<file path="config.mk">
export PLATFORM = sky130hd
export DESIGN_NAME = repeating_key_letter_cipher_unit
export DESIGN_NICKNAME = d
export VERILOG_FILES = /design/src/rtl/vkc_pkg.sv /design/src/rtl/vkc_fifo.sv /design/src/rtl/vkc_front.sv /design/src/rtl/vkc_back.sv /design/src/rtl/repeating_key_letter_cipher_unit.sv
export SDC_FILE = /design/constraint.sdc
export NUM_CORES = 1
export LEC_CHECK = 0
export BUFFER_PORTS_ARGS = -buffer_cell sky130_fd_sc_hd__buf_4
export CORE_UTILIZATION = 57
export DETAILED_ROUTE_END_ITERATION = 8
export GPL_TIMING_DRIVEN = 0
export PLACE_DENSITY = 0.82
export SLEW_MARGIN = 40
export SYNTH_ARGS = -nofsm -noshare
export SYNTH_HDL_FRONTEND = slang
export SYNTH_HIERARCHICAL = 1
export SYNTH_SLANG_ARGS = --single-unit
</file>
<file path="constraint.sdc">
create_clock -name clock -period 11.7 [get_ports clock]
set_input_delay 2.34 -clock clock [delete_from_list [all_inputs] [get_ports clock]]
set_output_delay 2.34 -clock clock [all_outputs]
set_load 0.03 [all_outputs]
</file>
<file path="src/rtl/vkc_pkg.sv">
// ----------------------------------------------------------------------------
// vkc_pkg
// Shared types and constants of the repeating-key letter cipher unit.
// ----------------------------------------------------------------------------
`timescale 1ns / 1ps
`default_nettype none

package vkc_pkg;

   localparam int KEY_MAX    = 12;
   localparam int LETTER_W   = 5;
   localparam int KEY_W      = KEY_MAX * LETTER_W;
   localparam int POS_W      = 4;
   localparam int LEN_W      = 4;
   localparam int BYTE_W     = 8;
   localparam int OUT_W      = 7;
   localparam int CSR_IDX_W  = 2;
   localparam int FIFO_DEPTH = 2;
   localparam int FIFO_PTR_W = 1;
   localparam int FIFO_CNT_W = 2;

   localparam logic [LETTER_W-1:0] ALPHA = 5'd26;

   localparam logic [BYTE_W-1:0] ASCII_UP_A = 8'h41;
   localparam logic [BYTE_W-1:0] ASCII_UP_Z = 8'h5A;
   localparam logic [BYTE_W-1:0] ASCII_LO_A = 8'h61;
   localparam logic [BYTE_W-1:0] ASCII_LO_Z = 8'h7A;

   typedef enum logic [CSR_IDX_W-1:0] {
      CSR_KEY_LETTERS  = 2'd0,
      CSR_KEY_LENGTH   = 2'd1,
      CSR_DECRYPT_MODE = 2'd2
   } csr_index_type;

   // One classified letter waiting for the shift stage.
   typedef struct packed {
      logic [LETTER_W-1:0] letter;
      logic [LETTER_W-1:0] key;
      logic                decrypt;
   } entry_type;

   typedef struct packed {
      logic full;
      logic empty;
   } fifo_status_type;

   // Fold a key letter 26..31 back into 0..5.
   function automatic logic [LETTER_W-1:0] reduce_key(input logic [LETTER_W-1:0] k);
      return (k >= ALPHA) ? LETTER_W'(k - ALPHA) : k;
   endfunction

endpackage

`default_nettype wire

</file>
<file path="src/rtl/vkc_fifo.sv">
// ----------------------------------------------------------------------------
// vkc_fifo
// Short queue of classified letters between the front and back stages.
// ----------------------------------------------------------------------------
`timescale 1ns / 1ps
`default_nettype none

module vkc_fifo
   import vkc_pkg::*;
(
   input  wire logic            clock,
   input  wire logic            reset,
   input  wire logic            push,
   input  wire entry_type       wr_entry,
   input  wire logic            pop,
   output entry_type            rd_entry,
   output fifo_status_type      status
);

   entry_type                mem_ff [FIFO_DEPTH];
   logic [FIFO_PTR_W-1:0]    wr_ptr_ff, wr_ptr_in;
   logic [FIFO_PTR_W-1:0]    rd_ptr_ff, rd_ptr_in;
   logic [FIFO_CNT_W-1:0]    count_ff, count_in;
   logic                     do_push, do_pop;

   always_comb begin
      status.full  = (count_ff == FIFO_CNT_W'(FIFO_DEPTH));
      status.empty = (count_ff == '0);
      do_push      = push && !status.full;
      do_pop       = pop && !status.empty;
      wr_ptr_in    = do_push ? FIFO_PTR_W'(wr_ptr_ff + 1'b1) : wr_ptr_ff;
      rd_ptr_in    = do_pop ? FIFO_PTR_W'(rd_ptr_ff + 1'b1) : rd_ptr_ff;
      count_in     = count_ff;
      if (do_push && !do_pop) begin
         count_in = FIFO_CNT_W'(count_ff + 1'b1);
      end else if (do_pop && !do_push) begin
         count_in = FIFO_CNT_W'(count_ff - 1'b1);
      end
      rd_entry     = mem_ff[rd_ptr_ff];
   end

   always_ff @(posedge clock) begin
      if (reset) begin
         wr_ptr_ff <= '0;
         rd_ptr_ff <= '0;
         count_ff  <= '0;
      end else begin
         wr_ptr_ff <= wr_ptr_in;
         rd_ptr_ff <= rd_ptr_in;
         count_ff  <= count_in;
      end
   end

   always_ff @(posedge clock) begin
      if (do_push) begin
         mem_ff[wr_ptr_ff] <= wr_entry;
      end
   end

endmodule

`default_nettype wire

</file>
<file path="src/rtl/vkc_front.sv">
// ----------------------------------------------------------------------------
// vkc_front
// Holds the key registers, classifies bytes and tracks the key position.
// ----------------------------------------------------------------------------
`timescale 1ns / 1ps
`default_nettype none

module vkc_front
   import vkc_pkg::*;
(
   input  wire logic                 clock,
   input  wire logic                 reset,
   input  wire logic                 csr_valid,
   output logic                      csr_ready,
   input  wire logic [CSR_IDX_W-1:0] csr_index,
   input  wire logic [KEY_W-1:0]     csr_wdata,
   input  wire logic                 req_push,
   input  wire logic [BYTE_W-1:0]    req_in_byte,
   input  wire logic                 req_message_start,
   input  wire logic                 q_full,
   output logic                      q_push,
   output entry_type                 q_entry
);

   logic [KEY_W-1:0]    key_letters_ff;
   logic [LEN_W-1:0]    key_length_ff;
   logic                decrypt_mode_ff;
   logic [POS_W-1:0]    pos_ff, pos_in;

   logic [LETTER_W-1:0] key_arr [KEY_MAX];
   logic                accept, is_upper, is_lower, is_letter;
   logic [BYTE_W-1:0]   offset;
   logic [LEN_W-1:0]    len_use;
   logic [POS_W-1:0]    pos_base, pos_eff, pos_inc, pos_next;

   assign csr_ready = 1'b1;

   always_comb begin
      for (int i = 0; i < KEY_MAX; i++) begin
         key_arr[i] = key_letters_ff[i*LETTER_W +: LETTER_W];
      end
      accept    = req_push && !q_full;
      is_upper  = (req_in_byte >= ASCII_UP_A) && (req_in_byte <= ASCII_UP_Z);
      is_lower  = (req_in_byte >= ASCII_LO_A) && (req_in_byte <= ASCII_LO_Z);
      is_letter = is_upper || is_lower;
      offset    = is_upper ? BYTE_W'(req_in_byte - ASCII_UP_A)
                           : BYTE_W'(req_in_byte - ASCII_LO_A);

      // Clamp the key length into 1..KEY_MAX.
      if (key_length_ff == '0) begin
         len_use = LEN_W'(1);
      end else if (key_length_ff > LEN_W'(KEY_MAX)) begin
         len_use = LEN_W'(KEY_MAX);
      end else begin
         len_use = key_length_ff;
      end

      pos_base = req_message_start ? '0 : pos_ff;
      // Restart at letter zero when the length shrank under the position.
      pos_eff  = (pos_base >= len_use) ? '0 : pos_base;
      pos_inc  = POS_W'(pos_eff + 1'b1);
      pos_next = (pos_inc >= len_use) ? '0 : pos_inc;

      pos_in = pos_ff;
      if (accept) begin
         pos_in = is_letter ? pos_next : pos_base;
      end

      q_push          = accept && is_letter;
      q_entry.letter  = offset[LETTER_W-1:0];
      q_entry.key     = reduce_key(key_arr[pos_eff]);
      q_entry.decrypt = decrypt_mode_ff;
   end

   always_ff @(posedge clock) begin
      if (reset) begin
         key_letters_ff  <= '0;
         key_length_ff   <= LEN_W'(1);
         decrypt_mode_ff <= 1'b0;
         pos_ff          <= '0;
      end else begin
         pos_ff <= pos_in;
         if (csr_valid && csr_ready) begin
            if (csr_index == CSR_KEY_LETTERS) begin
               key_letters_ff <= csr_wdata;
            end
            if (csr_index == CSR_KEY_LENGTH) begin
               key_length_ff <= csr_wdata[LEN_W-1:0];
            end
            if (csr_index == CSR_DECRYPT_MODE) begin
               decrypt_mode_ff <= csr_wdata[0];
            end
         end
      end
   end

endmodule

`default_nettype wire

</file>
<file path="src/rtl/vkc_back.sv">
// ----------------------------------------------------------------------------
// vkc_back
// Shifts each queued letter by its key letter and holds the result.
// ----------------------------------------------------------------------------
`timescale 1ns / 1ps
`default_nettype none

module vkc_back
   import vkc_pkg::*;
(
   input  wire logic              clock,
   input  wire logic              reset,
   input  wire fifo_status_type   q_status,
   input  wire entry_type         q_entry,
   output logic                   q_pop,
   output logic                   rsp_empty,
   input  wire logic              rsp_pop,
   output logic [OUT_W-1:0]       rsp_out_byte
);

   localparam int SUM_W = LETTER_W + 1;

   logic               out_valid_ff, out_valid_in;
   logic [OUT_W-1:0]   out_byte_ff, out_byte_in;
   logic [SUM_W-1:0]   sum, shifted;

   always_comb begin
      // Decrypt adds 26 first so the difference never goes negative.
      if (q_entry.decrypt) begin
         sum = SUM_W'({1'b0, q_entry.letter} + {1'b0, ALPHA} - {1'b0, q_entry.key});
      end else begin
         sum = SUM_W'({1'b0, q_entry.letter} + {1'b0, q_entry.key});
      end
      shifted = (sum >= {1'b0, ALPHA}) ? SUM_W'(sum - {1'b0, ALPHA}) : sum;

      // Advance when the output register is free or being drained.
      q_pop        = !q_status.empty && (!out_valid_ff || rsp_pop);
      out_valid_in = q_pop || (out_valid_ff && !rsp_pop);
      out_byte_in  = q_pop ? OUT_W'(ASCII_LO_A[OUT_W-1:0] + OUT_W'(shifted)) : out_byte_ff;
   end

   always_ff @(posedge clock) begin
      if (reset) begin
         out_valid_ff <= 1'b0;
      end else begin
         out_valid_ff <= out_valid_in;
      end
   end

   always_ff @(posedge clock) begin
      out_byte_ff <= out_byte_in;
   end

   assign rsp_empty    = !out_valid_ff;
   assign rsp_out_byte = out_byte_ff;

endmodule

`default_nettype wire

</file>
<file path="src/rtl/repeating_key_letter_cipher_unit.sv">
// ----------------------------------------------------------------------------
// repeating_key_letter_cipher_unit
// Repeating-key letter cipher over a stream of ASCII bytes.
// ----------------------------------------------------------------------------
// Usage:
//   Request side is a queue: drive req_in_byte / req_message_start with
//   req_push; the byte is taken on an edge where req_full is low.
//   Non-letters are dropped; message_start restarts the key at letter zero.
//   Response side is a queue: rsp_out_byte is valid while rsp_empty is low
//   and is consumed on an edge with rsp_pop high.
//   Key registers are written through csr_valid/csr_index/csr_wdata;
//   csr_ready is always high. Write only while the unit is idle.
// Timing:
//   A letter taken is written into the queue and moves into the output
//   register when that register is free. One byte per cycle is sustained
//   while the receiver pops; the front stage (classify and key position
//   counter) and the back stage (mod-26 add) are joined by a two-entry queue.
// Reset clears the key position and queue and loads key length 1, key
// letters 0 and encrypt mode. When the receiver stalls, the output register
// and queue fill, then req_full rises until rsp_pop drains a result.
// ----------------------------------------------------------------------------
`timescale 1ns / 1ps
`default_nettype none

module repeating_key_letter_cipher_unit
   import vkc_pkg::*;
(
   input  wire logic                 clock,
   input  wire logic                 reset,
   input  wire logic                 csr_valid,
   output logic                      csr_ready,
   input  wire logic [CSR_IDX_W-1:0] csr_index,
   input  wire logic [KEY_W-1:0]     csr_wdata,
   input  wire logic                 req_push,
   output logic                      req_full,
   input  wire logic [BYTE_W-1:0]    req_in_byte,
   input  wire logic                 req_message_start,
   output logic                      rsp_empty,
   input  wire logic                 rsp_pop,
   output logic [OUT_W-1:0]          rsp_out_byte
);

   fifo_status_type q_status;
   entry_type       q_wr_entry, q_rd_entry;
   logic            q_push, q_pop;

   assign req_full = q_status.full;

   vkc_front u_front (
      .clock             (clock),
      .reset             (reset),
      .csr_valid         (csr_valid),
      .csr_ready         (csr_ready),
      .csr_index         (csr_index),
      .csr_wdata         (csr_wdata),
      .req_push          (req_push),
      .req_in_byte       (req_in_byte),
      .req_message_start (req_message_start),
      .q_full            (q_status.full),
      .q_push            (q_push),
      .q_entry           (q_wr_entry)
   );

   vkc_fifo u_fifo (
      .clock    (clock),
      .reset    (reset),
      .push     (q_push),
      .wr_entry (q_wr_entry),
      .pop      (q_pop),
      .rd_entry (q_rd_entry),
      .status   (q_status)
   );

   vkc_back u_back (
      .clock        (clock),
      .reset        (reset),
      .q_status     (q_status),
      .q_entry      (q_rd_entry),
      .q_pop        (q_pop),
      .rsp_empty    (rsp_empty),
      .rsp_pop      (rsp_pop),
      .rsp_out_byte (rsp_out_byte)
   );

endmodule

`default_nettype wire

</file>
==> run metrics <==
status finished, final reports clean; number of max-cap violations 0; Seq. cell area 2370 um^2; crit path launch req_message_start; Overflow after GRT 0; crit start category primary input; PwrDens 133 nW/um^2; Worst Hold Class flip-flop to flip-flop; fraction of layout cells with a size suffix above 1 21.8%; Static Leakage 2.67 nW; Slew headroom 57.1%; first-pass GRT wire length 22600 um; XOR/XNOR share of the synthesized area 2.25%; most used routing layer met2; DR vias/cell 5.59; final hold viol count 0; met1 usage 31.7%; Crit path required time 11.96 ns; most instantiated cells after synthesis 147 x nand2_1, 77 x a21oi_1, 75 x dfxtp_1; synthesized-area fraction occupied by adder cells 7.12%; post-synth cell types 88; Peak supply drop 0.0771 mV; Worst Setup EP u_front/pos_ff[1]; area of the multi-input gates 3160 um^2; Buffers on Ports 84; area leader, netlist dfxtp_1; routed length per instance 16.3 um; Final Slew Violations 0; Area growth syn-to-layout 16.9%; largest net degree at the start of global routing 17; Detailed Route WL 14500 um; CTS Sinks 104; hold-fix buffers at CTS 0; Cell Area, Placed 6640 um^2; TritonRoute pass-1 iters 5; yosys warns 6; critical path class primary input to flip-flop; PostCTS Resize Cnt 0; CP endpoint kind flip-flop; Boundary Pins 86; Clk Latency, worst-skew pair 0.38 ns; Die Wd 103 um; Final Cell Area 6820 um^2; gpl congestion 1.01; Avg Inst Size Synth 8.88 um^2; Initial Util 59.1%; sequential share of the synthesized area 40.7%; Peak Freq 167 MHz; Synth async-reset ratio 0%; Clock Skews 0.0108 ns; CTS max path bufs 2; most numerous cell in the Yosys netlist nand2_1; Arr. time, crit path 6.24 ns; Core ar. 9860 um^2; met2 Use GR 53.1%; post-synthesis mux area share 6.05%; Total GRT Usage 28.3%; simple-gate share of the synthesized area 18.4%; flops & latches, synth 104; GR Layer Usage met3 3.80%; ranking of synthesized cells by area dfxtp_1 26%, edfxtp_1 15%, nand2_1 9.5%; Top FF cell, synth dfxtp_1; largest family of logic cells by synthesized area compound AO/OA/AOI/OAI gates; Period minus WS final 5.98 ns; drc violations 0; Die ar. 10600 um^2; RSZ-0062 raised after global routing no; Die Ht 103 um; CTS root buf clkbuf_8; area share of the largest cell type after synthesis 25.7%; Syn Std Cell Area 5830 um^2; ant diodes 0; reg-to-reg slack, setup 7.06 ns; Final nets 860; TritonCTS buffer count 9; Filler cells 818; TritonCTS clock tree done; Synth Net Count 765; CTS clock-pin slew for the worst setup and hold paths 0.10 ns; FP Rows 36; setup TNS 0 ns; vias in the first global route 4827; postcts setup bufs 0; reg2reg path depth 19; # setup viols final 0; DR iter-0 viols 201; part of the cycle the worst path needs 51.1%; R2R Path End u_back/rsp_out_byte[4]; Compound-Gate Fraction of Synth Area 20.2%; Post-DP HPWL 11400 um; Max FO, Critical Path 10; Detail Route Antenna Nets 0; Worst Tran Pin Value 0.643 ns; synthesized netlist cell count 657; vias 4979; H-tree Lvls 3; EDFF count, synth 29; antenna violations before repair 0
## final cells by class
cell class | count | share of cell area (%)
Buffer | 32 | 2.33
Clock inverter | 7 | 0.917
Tap cell | 133 | 2.44
Multi-Input combinational cell | 482 | 46.3
Inverter | 39 | 2.15
Timing Repair Buffer | 84 | 9.24
Sequential cell | 104 | 34.8
Clock buffer | 9 | 1.82
## worst min-delay path by stage
stage | start | endpoint | slack, ns | cells after the start
after detailed placement | u_front/key_letters_ff[54] | u_front/key_letters_ff[54] | 0.45 | 2
after global placement | u_front/key_letters_ff[2] | u_front/key_letters_ff[2] | 0.44 | 2
final | u_front/key_letters_ff[36] | u_front/key_letters_ff[36] | 0.46 | 2
after CTS | u_front/key_letters_ff[36] | u_front/key_letters_ff[36] | 0.46 | 2
after floorplan | u_front/key_letters_ff[2] | u_front/key_letters_ff[2] | 0.43 | 2
after global routing | u_front/key_letters_ff[56] | u_front/key_letters_ff[56] | 0.47 | 2
## logic make-up (layout without fill, tap and decap cells)
kind of cell,after synthesis,count (layout)
buffers and inverters,71,171
adders and majority gates,32,32
and+or+nand+nor,234,234
xor gates and xnor gates,15,15
other,1,1
muxes,29,29
DFF,104,104
AOI/OAI and AO/OA,171,171
## stage by stage
step                      setup WS [ns]  hold slack [ns]  power [mW]  utilization [%]  cells
final                              5.72            0.459       0.908             69.2    890
after global routing               5.53            0.471       0.952             69.2    890
after CTS                          5.80            0.461       0.909             69.2    890
after detailed placement           5.46            0.448       0.698             67.3    874
after global placement             5.57            0.445       0.689             67.2    874
after floorplan                    6.25            0.432       0.614                -    657
## cell usage in the layout, fill, tap and decap left out, types with 13 or more instances in the layout
| cell | count |
|---|---|
| o21ai_0 | 18 |
| ha_1 | 30 |
| inv_1 | 35 |
| nor2_1 | 32 |
| buf_4 | 87 |
| dfxtp_1 | 75 |
| clkbuf_1 | 21 |
| mux2_2 | 13 |
| nand2_1 | 147 |
| edfxtp_1 | 29 |
| a21oi_1 | 77 |
## routing by layer
layer  vias to the layer above  part of all wire (%)
met5                         -                     0
met4                         0                   2.6
met3                        27                   3.2
met2                       121                    52
met1                      2353                    42
li1                       2478                     -
## state kept, by name (all words and copies together) (netlist names), named ones only
name and count:
u_front/decrypt_mode_ff 1, u_back/out_valid_ff 1, u_fifo/rd_ptr_ff 1, u_fifo/count_ff 2
u_front/key_letters_ff 60, u_back/rsp_out_byte 7, u_fifo/mem_ff 22, u_fifo/wr_ptr_ff 1
u_front/key_length_ff 4, u_front/pos_ff 4
## worst max-delay path, stage by stage
cell and delay (ns):
buf_4 0.09, buf_2 0.20, nand2b_2 0.25, inv_1 0.14, ha_1 0.38, o211ai_1 0.15, o21ai_2 0.43, buf_6 0.22
nor2_1 0.07, ha_1 0.32, ha_1 0.31, a21o_1 0.16, a21o_1 0.19, a211oi_1 0.47, a22oi_1 0.14, a211oi_1 0.37
## power breakdown
group	internal (mW)	switching, mW
logic	0.119	0.167
clock network	0.0968	0.119
registers	0.395	0.0104
total	0.611	0.296
No activity file was read; power rests on OpenSTA's default activity.
